==> config.mk <==
export PLATFORM = sky130hd
export DESIGN_NAME = http_request_framer_top
export DESIGN_NICKNAME = d
export VERILOG_FILES = /design/src/rtl/hrf_pkg.sv /design/src/rtl/hrf_scan.sv /design/src/rtl/hrf_core.sv /design/src/rtl/http_request_framer_top.sv
export SDC_FILE = /design/constraint.sdc
export NUM_CORES = 1
export LEC_CHECK = 0
export BUFFER_PORTS_ARGS = -buffer_cell sky130_fd_sc_hd__buf_2
export CAP_MARGIN = 20
export CORE_UTILIZATION = 35
export CTS_CLUSTER_DIAMETER = 150
export DETAILED_ROUTE_END_ITERATION = 6
export PLACE_DENSITY_LB_ADDON = 0.12
export SYNTH_ARGS = -nofsm -noshare
export SYNTH_HDL_FRONTEND = slang
export SYNTH_HIERARCHICAL = 1
export SYNTH_SLANG_ARGS = --single-unit
==> constraint.sdc <==
create_clock -name clk -period 11.1 [get_ports clk]
set_input_delay 1.11 -clock clk [delete_from_list [all_inputs] [get_ports clk]]
set_output_delay 1.11 -clock clk [all_outputs]
set_load 0.05 [all_outputs]
==> src/rtl/hrf_pkg.sv <==
package hrf_pkg;

	// counter width default and fixed config register width
	localparam int COUNT_WIDTH_DEF = 21;
	localparam int CFG_WIDTH       = 21;
	localparam int CFG_INDEX_WIDTH = 1;

	// header name and blank line lengths
	localparam int NAME_LEN = 15;
	localparam int TERM_LEN = 4;

	localparam logic [CFG_WIDTH-1:0] MAX_REQUEST_RESET = CFG_WIDTH'(131072);
	localparam logic [CFG_WIDTH-1:0] MAX_BODY_RESET    = CFG_WIDTH'(65536);

	// config register indexes
	localparam logic [CFG_INDEX_WIDTH-1:0] CFG_IDX_MAX_REQUEST = 1'b0;
	localparam logic [CFG_INDEX_WIDTH-1:0] CFG_IDX_MAX_BODY    = 1'b1;

	// input operations
	localparam logic OP_DATA  = 1'b0;
	localparam logic OP_CLOSE = 1'b1;

	// result status codes
	localparam logic [2:0] STAT_BUSY       = 3'd0;
	localparam logic [2:0] STAT_COMPLETE   = 3'd1;
	localparam logic [2:0] STAT_CLOSED     = 3'd2;
	localparam logic [2:0] STAT_BODY_LARGE = 3'd3;
	localparam logic [2:0] STAT_REQ_LARGE  = 3'd4;

	// number parse phases
	localparam logic [1:0] PH_NAME   = 2'd0;
	localparam logic [1:0] PH_LEAD   = 2'd1;
	localparam logic [1:0] PH_DIGITS = 2'd2;
	localparam logic [1:0] PH_DONE   = 2'd3;

	localparam logic [7:0] CHAR_CR    = 8'h0d;
	localparam logic [7:0] CHAR_LF    = 8'h0a;
	localparam logic [7:0] CHAR_PLUS  = 8'h2b;
	localparam logic [7:0] CHAR_MINUS = 8'h2d;
	localparam logic [7:0] CHAR_ZERO  = 8'h30;

	typedef struct packed {
		logic [2:0] term_match;
		logic [3:0] name_match;
		logic [1:0] phase;
		logic       negative;
	} hrf_scan_t;

	function automatic logic [7:0] to_lower(input logic [7:0] c);
		return (c >= 8'h41 && c <= 8'h5a) ? (c + 8'd32) : c;
	endfunction

	function automatic logic is_blank(input logic [7:0] c);
		return (c == 8'h20) || (c >= 8'h09 && c <= 8'h0d);
	endfunction

	function automatic logic is_digit(input logic [7:0] c);
		return (c >= 8'h30) && (c <= 8'h39);
	endfunction

	// "content-length:" one character per position
	function automatic logic [7:0] name_char(input logic [3:0] i);
		logic [7:0] ch;
		unique case (i)
			4'd0:    ch = 8'h63; // c
			4'd1:    ch = 8'h6f; // o
			4'd2:    ch = 8'h6e; // n
			4'd3:    ch = 8'h74; // t
			4'd4:    ch = 8'h65; // e
			4'd5:    ch = 8'h6e; // n
			4'd6:    ch = 8'h74; // t
			4'd7:    ch = 8'h2d; // -
			4'd8:    ch = 8'h6c; // l
			4'd9:    ch = 8'h65; // e
			4'd10:   ch = 8'h6e; // n
			4'd11:   ch = 8'h67; // g
			4'd12:   ch = 8'h74; // t
			4'd13:   ch = 8'h68; // h
			4'd14:   ch = 8'h3a; // :
			default: ch = 8'h00;
		endcase
		return ch;
	endfunction

endpackage

==> src/rtl/hrf_scan.sv <==
module hrf_scan import hrf_pkg::*; #(
	parameter int COUNT_WIDTH = COUNT_WIDTH_DEF
) (
	input  logic [7:0]             data_byte,
	input  hrf_scan_t              scan_cur,
	input  logic [COUNT_WIDTH-1:0] length_cur,
	output hrf_scan_t              scan_next,
	output logic [COUNT_WIDTH-1:0] length_next
);

	logic [7:0]             lc;
	logic                   digit;
	logic [3:0]             name_inc;
	logic [COUNT_WIDTH+3:0] times_ten;
	logic [COUNT_WIDTH-1:0] digit_val;

	assign lc        = to_lower(data_byte);
	assign digit     = is_digit(data_byte);
	assign digit_val = COUNT_WIDTH'(data_byte - CHAR_ZERO);
	assign times_ten = ({4'b0, length_cur} << 3) + ({4'b0, length_cur} << 1)
		+ (COUNT_WIDTH+4)'(data_byte[3:0]);

	always_comb begin
		scan_next   = scan_cur;
		length_next = length_cur;
		name_inc    = '0;

		unique case (scan_cur.phase)
			PH_NAME: begin
				if (scan_cur.name_match < 4'(NAME_LEN) && lc == name_char(scan_cur.name_match))
					name_inc = scan_cur.name_match + 4'd1;
				else
					name_inc = (lc == name_char(4'd0)) ? 4'd1 : 4'd0;
				if (name_inc >= 4'(NAME_LEN)) begin
					scan_next.name_match = '0;
					scan_next.phase      = PH_LEAD;
				end else begin
					scan_next.name_match = name_inc;
				end
			end
			PH_LEAD: begin
				priority if (is_blank(data_byte)) begin
					scan_next.phase = PH_LEAD;
				end else if (data_byte == CHAR_PLUS || data_byte == CHAR_MINUS) begin
					scan_next.negative = (data_byte == CHAR_MINUS);
					scan_next.phase    = PH_DIGITS;
				end else if (digit) begin
					length_next     = digit_val;
					scan_next.phase = PH_DIGITS;
				end else begin
					scan_next.phase = PH_DONE;
				end
			end
			PH_DIGITS: begin
				if (digit) begin
					// saturate at all ones
					if (|times_ten[COUNT_WIDTH+3:COUNT_WIDTH])
						length_next = '1;
					else
						length_next = times_ten[COUNT_WIDTH-1:0];
				end else begin
					scan_next.phase = PH_DONE;
				end
			end
			PH_DONE: begin
				scan_next.phase = PH_DONE;
			end
			default: begin
				scan_next.phase = scan_cur.phase;
			end
		endcase

		// blank line search
		priority if (data_byte == CHAR_CR)
			scan_next.term_match = (scan_cur.term_match == 3'd2) ? 3'd3 : 3'd1;
		else if (data_byte == CHAR_LF
			&& (scan_cur.term_match == 3'd1 || scan_cur.term_match == 3'd3))
			scan_next.term_match = scan_cur.term_match + 3'd1;
		else
			scan_next.term_match = '0;
	end

endmodule

==> src/rtl/hrf_core.sv <==
module hrf_core import hrf_pkg::*; #(
	parameter int COUNT_WIDTH = COUNT_WIDTH_DEF
) (
	input  logic                   clk,
	input  logic                   arst_n,
	input  logic                   advance,
	input  logic                   operation,
	input  logic [7:0]             data_byte,
	input  logic [CFG_WIDTH-1:0]   max_request_bytes,
	input  logic [CFG_WIDTH-1:0]   max_body_bytes,
	output logic [2:0]             status,
	output logic [COUNT_WIDTH-1:0] header_length,
	output logic [COUNT_WIDTH-1:0] body_length,
	output logic [COUNT_WIDTH-1:0] byte_count
);

	localparam int CMP_WIDTH = (COUNT_WIDTH > CFG_WIDTH) ? COUNT_WIDTH : CFG_WIDTH;

	logic                   in_body_q, in_body_d;
	hrf_scan_t              scan_q, scan_d, scan_nx;
	logic [COUNT_WIDTH-1:0] length_q, length_d, length_nx;
	logic [COUNT_WIDTH-1:0] bytes_q, bytes_d, bytes_inc;
	logic [COUNT_WIDTH-1:0] header_q, header_d;
	logic [COUNT_WIDTH:0]   body_end;
	logic                   over_size;
	logic                   body_done;
	logic                   len_bad;

	hrf_scan #(
		.COUNT_WIDTH(COUNT_WIDTH)
	) u_scan (
		.data_byte  (data_byte),
		.scan_cur   (scan_q),
		.length_cur (length_q),
		.scan_next  (scan_nx),
		.length_next(length_nx)
	);

	assign bytes_inc = (&bytes_q) ? bytes_q : bytes_q + 1'b1;
	assign over_size = CMP_WIDTH'(bytes_inc) > CMP_WIDTH'(max_request_bytes);
	assign body_end  = {1'b0, header_q} + {1'b0, length_q};
	assign body_done = {1'b0, bytes_inc} >= body_end;
	assign len_bad   = (scan_nx.negative && (|length_nx))
		|| (CMP_WIDTH'(length_nx) > CMP_WIDTH'(max_body_bytes));

	always_comb begin
		status    = STAT_BUSY;
		in_body_d = in_body_q;
		scan_d    = scan_q;
		length_d  = length_q;
		bytes_d   = bytes_q;
		header_d  = header_q;
		priority if (operation == OP_CLOSE) begin
			status = STAT_CLOSED;
		end else begin
			bytes_d = bytes_inc;
			priority if (over_size) begin
				status = STAT_REQ_LARGE;
			end else if (!in_body_q) begin
				scan_d   = scan_nx;
				length_d = length_nx;
				if (scan_nx.term_match == 3'(TERM_LEN)) begin
					scan_d.term_match = '0;
					header_d          = bytes_inc;
					priority if (len_bad)
						status = STAT_BODY_LARGE;
					else if (length_nx == '0)
						status = STAT_COMPLETE;
					else
						in_body_d = 1'b1;
				end
			end else if (body_done) begin
				status = STAT_COMPLETE;
			end
		end
	end

	assign header_length = header_d;
	assign byte_count    = bytes_d;

	always_comb begin
		priority if (!in_body_d && header_d == '0)
			body_length = '0;
		else if (scan_d.negative && (|length_d))
			body_length = '1;
		else
			body_length = length_d;
	end

	// any final status restarts the request
	always_ff @(posedge clk or negedge arst_n) begin
		if (!arst_n) begin
			in_body_q <= 1'b0;
			scan_q    <= '0;
			length_q  <= '0;
			bytes_q   <= '0;
			header_q  <= '0;
		end else if (advance) begin
			if (status != STAT_BUSY) begin
				in_body_q <= 1'b0;
				scan_q    <= '0;
				length_q  <= '0;
				bytes_q   <= '0;
				header_q  <= '0;
			end else begin
				in_body_q <= in_body_d;
				scan_q    <= scan_d;
				length_q  <= length_d;
				bytes_q   <= bytes_d;
				header_q  <= header_d;
			end
		end
	end

endmodule

==> src/rtl/http_request_framer_top.sv <==
// path: a byte transfer loads the input register, and its result then loads the
//   result register that drives m_axis; an output stall holds the byte in the
//   input register
// throughput: one byte per cycle while m_axis is not stalled; the request state updates once per byte
// reset: arst_n clears all request state and loads the config register defaults
//   (max_request_bytes 131072, max_body_bytes 65536); no clearing pass
module http_request_framer_top import hrf_pkg::*; #(
	parameter int COUNT_WIDTH = COUNT_WIDTH_DEF
) (
	input  logic                         clk,
	input  logic                         arst_n,
	// request byte stream
	input  logic                         s_axis_tvalid,
	output logic                         s_axis_tready,
	input  logic [7:0]                   s_axis_tdata,  // [7:0] data_byte
	input  logic                         s_axis_tuser,  // [0] operation
	// one result per byte or close
	output logic                         m_axis_tvalid,
	input  logic                         m_axis_tready,
	// status, header_length, body_length, byte_count from bit 0 up, zero pad
	output logic [((3+3*COUNT_WIDTH+7)/8)*8-1:0] m_axis_tdata,
	// config writes
	input  logic                         cfg_valid,
	output logic                         cfg_ready,
	input  logic [CFG_INDEX_WIDTH-1:0]   cfg_index,
	input  logic [CFG_WIDTH-1:0]         cfg_data
);

	localparam int FIELD_BITS = 3 + 3 * COUNT_WIDTH;
	localparam int DATA_BITS  = ((FIELD_BITS + 7) / 8) * 8;

	// config registers
	logic [CFG_WIDTH-1:0] max_request_q;
	logic [CFG_WIDTH-1:0] max_body_q;

	// input register stage
	logic       valid_s1;
	logic       op_s1;
	logic [7:0] byte_s1;

	// result register
	logic                   out_valid_q;
	logic [2:0]             status_q;
	logic [COUNT_WIDTH-1:0] header_q;
	logic [COUNT_WIDTH-1:0] content_q;
	logic [COUNT_WIDTH-1:0] count_q;

	// combinational result of the byte in the input register
	logic [2:0]             status_c;
	logic [COUNT_WIDTH-1:0] header_c;
	logic [COUNT_WIDTH-1:0] content_c;
	logic [COUNT_WIDTH-1:0] count_c;

	logic advance;

	// the byte in stage 1 moves on when the result slot is free or draining
	assign advance       = valid_s1 && (!out_valid_q || m_axis_tready);
	assign s_axis_tready = !valid_s1 || advance;

	// config writes are always taken; the user must send them only while the framer is idle, the block does not enforce it
	assign cfg_ready = 1'b1;

	always_ff @(posedge clk or negedge arst_n) begin
		if (!arst_n) begin
			max_request_q <= MAX_REQUEST_RESET;
			max_body_q    <= MAX_BODY_RESET;
		end else if (cfg_valid) begin
			unique case (cfg_index)
				CFG_IDX_MAX_REQUEST: max_request_q <= cfg_data;
				CFG_IDX_MAX_BODY:    max_body_q    <= cfg_data;
				default:             max_body_q    <= max_body_q;
			endcase
		end
	end

	// input register
	always_ff @(posedge clk or negedge arst_n) begin
		if (!arst_n)
			valid_s1 <= 1'b0;
		else if (s_axis_tready)
			valid_s1 <= s_axis_tvalid;
	end

	always_ff @(posedge clk) begin
		if (s_axis_tready && s_axis_tvalid) begin
			op_s1   <= s_axis_tuser;
			byte_s1 <= s_axis_tdata;
		end
	end

	// per-byte framing logic and request state
	hrf_core #(
		.COUNT_WIDTH(COUNT_WIDTH)
	) u_core (
		.clk              (clk),
		.arst_n           (arst_n),
		.advance          (advance),
		.operation        (op_s1),
		.data_byte        (byte_s1),
		.max_request_bytes(max_request_q),
		.max_body_bytes   (max_body_q),
		.status           (status_c),
		.header_length    (header_c),
		.body_length      (content_c),
		.byte_count       (count_c)
	);

	// result register, holds while the sink stalls
	always_ff @(posedge clk or negedge arst_n) begin
		if (!arst_n)
			out_valid_q <= 1'b0;
		else if (advance)
			out_valid_q <= 1'b1;
		else if (m_axis_tready)
			out_valid_q <= 1'b0;
	end

	always_ff @(posedge clk) begin
		if (advance) begin
			status_q  <= status_c;
			header_q  <= header_c;
			content_q <= content_c;
			count_q   <= count_c;
		end
	end

	assign m_axis_tvalid = out_valid_q;
	assign m_axis_tdata  = DATA_BITS'({count_q, content_q, header_q, status_q});

endmodule

==> flow_summary.yaml, run 1 <==
clock_network:
  cts_tree: "done"
  postCtsHoldBufs: 0
  clock_latency_ns: 0.48
  clockBufferDepth: 2
  cts_resized: 0
  cts.sink_count: 193
  htreeDepth: 4
  cts.clk_slew.worst_paths_ns: 0.08
  numCtsBuffers: 17
  post-cts-setup-buffer-count: 0
  root_buffer: "clkbuf_16"
timing:
  slew_viol_final: 0
  final-setup-viol-count: 0
  rsz0062_at_grt: "false"
  slew_headroom: 0.285
  skew_ns: 0.0295
  hold_viol_final: 0
  period_needed_ns: 6.65
  fin_tns_setup_ns: 0
  max_freq_mhz: 150
  tightest_slew_ns: 1.06
  min_period_over_period: 0.599
power:
  powerDensity_mw_per_mm2: 113
  total_power_uw: 1780
  ir_worst_vdd_uv: 115
  p_leak_uw: 0.00720
setup_path:
  cp.required_ns: 11.50
  ff2ff_path_depth: 22
  reg2reg_slack_ns: 4.45
  critPathArrivalTime_ns: 7.05
  r2r-end: "u_core/length_q[19]"
  cp_max_fo: 30
  reg2reg_from: "byte_s1[3]"
  worst_setup_path_start_kind: "register"
  critPathKind: "register to register"
  cp-end-kind: "register"
floorplanning:
  placeableCoreArea_mm2: 0.0407
  initial_utilization: 0.355
  chipHeight_um: 205
  die_width_um: 205
  dieArea_mm2: 0.0421
  ios: 111
  rows: 74
yosys:
  synth_area_mm2: 0.0145
  synthAdderAreaFrac: 0.131
  yosysWarnings: 6
  netlist_instances: 1455
  yosys.area.top_type: "dfrtp_1"
  synth.area.top_cells: "dfrtp_1, edfxtp_1, ha_1, mux2_2, a21oi_1"
  synth-simple-area-share: 0.137
  synth_seq_cells: 193
  ys.flop_type: "dfrtp_1"
  synthXorXnorAreaFrac: 0.0424
  synth_cell_types: 97
  synth.area.mux_share: 0.0785
  synth-edff-count: 75
  synth-seq-area-share: 0.360
  synth_top_family_by_area: "compound AO/OA/AOI/OAI gates"
  async_flop_share: 0.611
  synth_top_cell_area_share: 0.201
  synth.avg_cell_area_um2: 9.93
  synth_compound_area_frac: 0.193
routing:
  drtAntennaViolNets: 0
  first_pass_iters: 5
  vias_per_cell: 5.65
  drc: 0
  drt_iter0_markers: 584
  wl_mm: 43.9
  wl_per_cell_um: 21.3
  vias: 11600
global_route:
  gr-total-overflow: 0
  grt_use_total: 0.213
  antenna_found_initial: 0
  grt_start_max_net_pins: 70
  grt_pass1_vias: 11300
  grt_pass1_wl_mm: 67.6
layout:
  multiInputGateArea_mm2: 0.00846
  area_delta_synth_final_pct: 9.69
  nets: 1699
  diodes: 0
  final-seq-area_mm2: 0.00521
  drive_gt1_frac: 0.166
  fill_cells: 4115
min_path:
  hold_depth: 1
  min_to: "m_axis_tvalid"
  min_path_type: "register to register"
  worstHoldStart: "valid_s1"
placement:
  io_buffers: 103
  gp_congestion: 0.890
  dp_hpwl_mm: 32.4
flow_run:
  maxCapViolCount: 0
outcome:
  status: "finished, final reports clean"
-- worst max path at each step --
stage	startpoint	end	slack [ns]	cells past startpoint
global route	byte_s1[3]	u_core/scan_q[7]	3.91	22
detailed placement	byte_s1[3]	u_core/scan_q[6]	4.54	22
global placement	byte_s1[3]	u_core/length_q[17]	4.61	22
finish	byte_s1[3]	u_core/length_q[19]	4.45	22
CTS	byte_s1[3]	u_core/length_q[19]	4.54	22
floorplan	u_core/length_q[0]	u_core/length_q[1]	5.69	22
-- where the power goes --
group          switching [uW]  leakage (uW)  total, uW  internal, uW
combinational             228       0.00465        335           107
sequential               37.2       0.00229        831           794
clock                     302      0.000260        619           317
-- placed cells by master (no fill, tap or decap), types with 27 or more instances in the layout --
cell       count
ha_1         147
a22o_1        36
edfxtp_1      75
nor2_1        47
o2bb2ai_1     31
nand2_1      102
inv_1         85
xor2_1        29
a21oi_1      105
dfrtp_1      116
o21ai_0       56
mux2i_1       28
nand4_1       28
buf_2        102
nor3_1        30
xnor2_1       41
nand3_1       27
mux2_2        47
-- worst max-delay path: stages, from the launching register on --
cell and delay, ns:
edfxtp_1 0.57, fa_1 0.62, inv_1 0.06, fa_1 0.44, nand2b_1 0.18, a21o_2 0.20
a31o_2 0.23, o21ai_1 0.35, a31oi_1 0.16, mux2i_2 0.17, buf_4 0.30, nor3_1 0.08
o21ai_0 0.57, ha_1 0.40, nor2b_1 0.15, o21ai_0 0.14, nand2_1 0.12, a221oi_1 0.33
a31oi_1 0.17, o21bai_1 0.48, and4b_1 0.26, buf_4 0.36, a22o_1 0.22
-- cell families (layout without fill, tap and decap cells) --
| logic type | count (synthesis) | after routing |
|---|---|---|
| compound gates | 401 | 401 |
| mux | 97 | 97 |
| buf+inv | 171 | 237 |
| fa+ha+maj | 150 | 150 |
| simple gates | 371 | 371 |
| other cells | 2 | 7 |
| flops | 193 | 193 |
| xor+xnor | 70 | 70 |
-- cell type report --
cell class,instances,area share
flip-flops and latches,193,0.329
multi-input cells,1096,0.534
inverters,87,0.0206
clock inverters,11,0.00687
repair buffers,118,0.0398
well taps,532,0.0420
clock buffers,21,0.0284
-- through the flow --
stage | hold slack [ns] | setup WS [ns] | util | instance area, um^2 | cells
floorplan | 0.449 | 5.69 | - | 14500 | 1460
global placement | 0.473 | 4.61 | 0.375 | 15300 | 2026
detailed placement | 0.488 | 4.54 | 0.375 | 15300 | 2026
CTS | 0.498 | 4.54 | 0.389 | 15900 | 2058
global route | 0.530 | 3.91 | 0.389 | 15900 | 2058
finish | 0.493 | 4.45 | 0.389 | 15900 | 2058
-- state kept, by name, summed over array words and instances, names as in the netlist, 3 cells and up --
register,cells
u_core/header_q,21
content_q,21
u_core/scan_q,10
status_q,3
header_q,21
max_request_q,21
max_body_q,21
u_core/length_q,21
u_core/bytes_q,21
byte_s1,8
count_q,21
-- per-layer routing --
metal / up-vias / part of all wire / wire, um / global-route usage
met4: 0 / 0.023 / 989 / 0.0627
met1: 5723 / 0.47 / 20500 / 0.289
met2: 288 / 0.47 / 20700 / 0.349
met3: 51 / 0.038 / 1690 / 0.0322
met5: - / 0 / 0 / 0
li1: 5560 / - / - / -
-- synth_stat cells (4+ instances only) --
library cell / instances
nor3_1: 30
inv_1: 85
mux2_4: 20
or2_2: 6
mux2i_1: 28
and2_1: 8
nand3b_1: 4
nand4_1: 28
and3_1: 25
nand2_1: 102
o2111ai_1: 4
and4_1: 6
buf_4: 10
nor3b_1: 5
o21ai_0: 56
xnor2_1: 41
a21o_1: 25
a211oi_1: 16
o211ai_1: 11
xor2_1: 29
buf_2: 22
o31ai_1: 8
ha_1: 147
nor4_1: 25
edfxtp_1: 75
dfrtp_1: 116
nand3_1: 27
buf_6: 11
o2bb2ai_1: 31
or3_1: 4
mux2_2: 47
nand2b_1: 16
a31oi_1: 17
nor2_1: 47
a22oi_1: 6
clkbuf_1: 34
o32ai_1: 13
o21bai_1: 7
o22ai_1: 12
o21a_1: 6
a22o_1: 36
a211o_1: 5
nor2b_1: 15
a21oi_1: 105
Note: power is estimated with default switching activity, not from simulation.
==> run 2, diff against run 1 <==
- clock period: 11.1 -> 6.9 ns (I/O delays scaled with it)
==> run 2 against run 1 <==
Net effect: non-clock buffer count increased by 12; global-route usage increased by 0.31 points; critical path depth decreased by 2; cell count increased by 0.58%; hold slack got worse by 0.30 ns; highest routed layer unchanged.
==> flow_summary.yaml, run 2 (synthesis gave the netlist of run 1 again) <==
floorplanning:
  chipHeight_um: 205
  die_width_um: 205
  dieArea_mm2: 0.0421
  ios: 111
  rows: 74
  initial_utilization: 0.355
  placeableCoreArea_mm2: 0.0407
setup_path:
  critPathKind: "register to register"
  reg2reg_from: "byte_s1[3]"
  worst_setup_path_start_kind: "register"
  cp_max_fo: 30
  crit_path_start: "byte_s1[3]"
  critPathArrivalTime_ns: 6.80
  cp-end-kind: "register"
  cp.required_ns: 7.25
placement:
  gp_congestion: 0.882
  dp_cells: 2037
  dpl_cell_area_mm2: 0.0154
  io_buffers: 103
  dp_hpwl_mm: 33.1
  dp_slack_ns: 0.539
timing:
  hold_viol_final: 0
  period_needed_ns: 6.45
  max_freq_mhz: 155
  slew_headroom: 0.272
  rsz0062_at_grt: "false"
  slew_viol_final: 0
  fin_tns_setup_ns: 0
  setup_ws_ns: 0.451
  skew_ns: 0.0162
  tightest_slew_ns: 1.08
  min_period_over_period: 0.935
  final-setup-viol-count: 0
outcome:
  status: "finished, final reports clean"
layout:
  fill_cells: 4153
  layout_commonest_cell: "ha_1"
  utilization: 0.392
  instances_no_fill: 2070
  area_delta_synth_final_pct: 10.5
  final-seq-area_mm2: 0.00521
  diodes: 0
  drive_gt1_frac: 0.174
  nets: 1711
  multiInputGateArea_mm2: 0.00847
  postLayoutCellArea_mm2: 0.0160
  layout_common_cells: "ha_1, dfrtp_1, a21oi_1, buf_2, nand2_1"
global_route:
  grt_pass1_vias: 11400
  gr-total-overflow: 0
  grt_pass1_wl_mm: 68.2
  grt_use_total: 0.216
  grt_start_max_net_pins: 72
  antenna_found_initial: 0
clock_network:
  root_buffer: "clkbuf_16"
  cts_tree: "done"
  clock_latency_ns: 0.47
  cts.clk_slew.worst_paths_ns: 0.08
  htreeDepth: 4
  clockBufferDepth: 2
  cts.sink_count: 193
  numCtsBuffers: 17
routing:
  drc: 0
  wl_per_cell_um: 21.5
  vias: 11600
  drtAntennaViolNets: 0
  vias_per_cell: 5.59
  first_pass_iters: 5
  wl_mm: 44.6
  drt_iter0_markers: 782
power:
  p_leak_uw: 0.00730
  ir_worst_vdd_uv: 169
  powerDensity_mw_per_mm2: 181
min_path:
  min_path_type: "input port to async pin"
flow_run:
  maxCapViolCount: 0
## run 2: changes by cell type in the layout (fill, tap and decap cells not counted), moves of 2 or more
cell / delta
buf_4: +11
clkinvlp_4: -4
clkbuf_1: -3
inv_6: +4
inv_8: +4
clkinv_1: +2
clkinv_4: -3
## run 2: worst max-delay path: stages, from the launching register on
cell	delay, ns
edfxtp_1	0.56
fa_1	0.62
inv_1	0.07
fa_1	0.45
nand2b_1	0.18
a21o_2	0.20
a31o_2	0.23
a211oi_2	0.25
mux2i_1	0.12
a211o_4	0.44
o32ai_1	0.37
nand2_1	0.20
ha_1	0.35
nand4_1	0.13
nor4_1	0.52
a221oi_1	0.21
a31oi_1	0.41
o21bai_2	0.22
and4b_1	0.25
buf_4	0.26
a22o_1	0.28
## run 2: final timing paths
kind,slack [ns],end,cells after the start
worst max-delay path,0.45,u_core/scan_q[6],20
worst min-delay path,0.19,max_body_q[7],1
worst max register to register,0.45,u_core/scan_q[6],20
worst min register to register,0.50,m_axis_tvalid,1
max in group asynchronous,5.64,u_core/header_q[17],2
min in group clk,0.40,byte_s1[0],1
## run 2: metrics by stage
| step | hold slack, ns | total power [uW] |
|---|---|---|
| finish | 0.192 | 2890 |
| global route | 0.200 | 3010 |
| CTS | 0.372 | 2920 |
| detailed placement | 0.492 | 1900 |
| global placement | 0.482 | 1890 |
| floorplan | 0.394 | 1730 |
## run 2: report_power, final
part | internal, uW | switching, uW | total, uW | leakage, uW
Clock | 510 | 506 | 1020 | 0.000286
Sequential | 1280 | 61.4 | 1340 | 0.00229
Combinational | 173 | 363 | 536 | 0.00472
Total | 1960 | 930 | 2890 | 0.00730
## run 2: timing repair
action,4_1_cts,5_1_grt
hold endpoints to repair,0,0
setup endpoints to repair,0,27
setup buffers,0,0
resized for setup,0,1
hold buffers,0,0
## run 2: layout make-up
cell class                 instances  area share
sequential                       193       0.326
inverter                          87      0.0204
clock inverter                    15     0.00909
clock buffer                      17      0.0266
timing repair buffer             130      0.0459
multi-input combinational       1096       0.530
tap                              532      0.0417
## run 2: metal layers
metal  routed length, um  vias to the layer above  track usage  part of all wire
met5                   0                        -            0                 0
met4                1430                        0       0.0812             0.032
met3                1560                       63       0.0344             0.035
met2               20900                      272        0.354              0.47
met1               20700                     5651        0.285              0.46
li1                    -                     5578            -                 -
==> run 3, diff against run 2 <==
- ABC_AREA: unset -> 1
- CORE_UTILIZATION: 35 -> 62
==> run 3 against run 2 <==
Net effect: clock-buffer cell count unchanged; maximum frequency rose by 7.1%; clock power about the same; synthesized cell count is 47% higher; largest power group unchanged; highest routed layer unchanged.
==> flow_summary.yaml, run 3 <==
power:
  intPower_uw: 1910
  ir_worst_vdd_uv: 115
  switching_share: 0.340
  combPwrFrac: 0.187
  clock_power_share: 0.360
  p_switching_uw: 985
  p_leak_uw: 0.00832
  total_power_uw: 2890
  powerDensity_mw_per_mm2: 174
  p_seq_frac: 0.453
setup_path:
  worst_setup_path_start_kind: "register"
  ff2ff_path_depth: 25
  cp_max_fo: 37
  cp-end-kind: "register"
  crit_slowest_cell: "fa_1"
  cp.required_ns: 7.24
  critPathArrivalTime_ns: 6.36
  crit_path_frequent_cell: "nand2_1"
  cpPeakStageDelay_ns: 0.61
  critPathKind: "register to register"
min_path:
  min_path_type: "input port to async pin"
placement:
  dp_hpwl_mm: 32.3
  dp_slack_ns: 1.08
  dp_cells: 2496
  gp_congestion: 1.00
  io_buffers: 103
layout:
  fill_cells: 2136
  diodes: 0
  drive_gt1_frac: 0.109
  final-seq-area_mm2: 0.00521
  layout_commonest_cell: "nand2_1"
  layout_common_cells: "nand2_1, inv_1, nor2_1, ha_1, nand3_1"
  area_delta_synth_final_pct: 7.73
  multiInputGateArea_mm2: 0.00891
  instances_no_fill: 2529
  nets: 2378
timing:
  slew_headroom: 0.307
  period_needed_ns: 6.02
  max_freq_mhz: 166
  final-setup-viol-count: 0
  slew_viol_final: 0
  tightest_slew_ns: 1.04
  skew_ns: 0.0176
  min_period_over_period: 0.873
  setup_ws_ns: 0.876
  fin_tns_setup_ns: 0
  hold_viol_final: 0
  rsz0062_at_grt: "false"
yosys:
  synthXorXnorAreaFrac: 0.0209
  synthAdderAreaFrac: 0.123
  async_flop_share: 0.611
  synth_top_cell_area_share: 0.188
  synthMostInstantiatedCell: "nand2_1"
  synth-seq-area-share: 0.337
  ys.flop_type: "dfrtp_1"
  yosys.area.top_type: "dfrtp_1"
  yosysWarnings: 6
  synth-simple-area-share: 0.309
  synth_top_cells_by_count: "nand2_1, inv_1, nor2_1"
  synth_seq_cells: 193
  synth_top_family_by_area: "simple AND/OR/NAND/NOR gates"
  synth.area.mux_share: 0
  synth.avg_cell_area_um2: 7.23
  synth_area_mm2: 0.0155
  synth_cell_types: 53
  synth-edff-count: 75
  netlist_instances: 2140
  synth.area.top_cells: "dfrtp_1, nand2_1, edfxtp_1, ha_1, inv_1"
  synth_compound_area_frac: 0.121
routing:
  drtAntennaViolNets: 0
  vias: 14700
  drt_iter0_markers: 1490
  drc: 0
  wl_per_cell_um: 17.0
  wl_mm: 43.1
  vias_per_cell: 5.80
  first_pass_iters: 6
global_route:
  grt_start_max_net_pins: 98
  antenna_found_initial: 0
  grt_pass1_wl_mm: 69.5
  grt_pass1_vias: 13500
  gr-total-overflow: 0
  grt_use_total: 0.341
floorplanning:
  chipHeight_um: 160
  dieArea_mm2: 0.0256
  rows: 57
  ios: 111
  placeableCoreArea_mm2: 0.0244
  die_width_um: 160
  initial_utilization: 0.634
outcome:
  status: "finished, final reports clean"
clock_network:
  numCtsBuffers: 17
  clockBufferDepth: 2
  cts_resized: 0
  cts_tree: "done"
  cts.clk_slew.worst_paths_ns: 0.08
  root_buffer: "clkbuf_16"
  post-cts-setup-buffer-count: 0
  cts.sink_count: 193
  clock_latency_ns: 0.44
  postCtsHoldBufs: 0
  htreeDepth: 4
flow_run:
  maxCapViolCount: 0
## run 3: cells by family (layout without fill, tap and decap cells)
| kind of cell | after synthesis | count (layout) |
|---|---|---|
| AO/OA/AOI/OAI | 322 | 322 |
| XOR/XNOR | 37 | 37 |
| adder cells (fa/ha/maj) | 150 | 150 |
| buffers and inverters | 323 | 383 |
| flip-flops | 193 | 193 |
| other | 2 | 7 |
| AND/OR/NAND/NOR | 1113 | 1113 |
## run 3: critical path, delay by kind of cell, from the launching register on
family                   cells  cell delay (ns)
AO/OA/AOI/OAI                4             1.01
adder cells (fa/ha/maj)      3             1.30
buffers and inverters        4             0.90
flip-flops                   1             0.52
AND/OR/NAND/NOR             14             2.18
## run 3: path summary, 6_finish.rpt
path / slack (ns) / from / end
setup / recovery: 0.88 / byte_s1[3] / u_core/bytes_q[0]
hold reg to reg: 0.47 / max_request_q[17] / max_request_q[17]
setup reg to reg: 0.88 / byte_s1[3] / u_core/bytes_q[0]
max in group asynchronous: 5.66 / arst_n / max_body_q[16]
hold / removal: 0.21 / arst_n / u_core/bytes_q[8]
min in group clk: 0.41 / s_axis_tdata[2] / byte_s1[2]
## run 3: area by class of cell
class,count,area share
Clock buffer,17,0.0255
Clock inverter,15,0.0122
Inverter,236,0.0532
Multi-Input combinational cell,1629,0.535
Sequential cell,193,0.312
Tap cell,324,0.0243
Timing Repair Buffer,115,0.0377
## run 3: power by group through the flow
stage,sequential (uW),clock [uW],combinational (uW)
2_1_floorplan,1410,0,318
3_3_place_gp,1330,0,524
3_5_place_dp,1330,0,532
4_1_cts,1310,1050,536
5_1_grt,1320,1100,601
6_report,1310,1040,542
## run 3: routing by layer
| metal | GRT usage | wire (um) |
|---|---|---|
| met5 | 0 | 0 |
| met4 | 0.138 | 1520 |
| met3 | 0.0423 | 2990 |
| met2 | 0.576 | 20600 |
| met1 | 0.443 | 18000 |
## run 3: stage by stage
step                      hold WS (ns)  cell area, um^2  utilization
final                            0.206            16700        0.683
after global routing             0.233            16700        0.683
after CTS                        0.224            16600        0.682
after detailed placement         0.457            16000        0.656
after global placement           0.456            16000        0.656
after floorplan                  0.394            15500            -
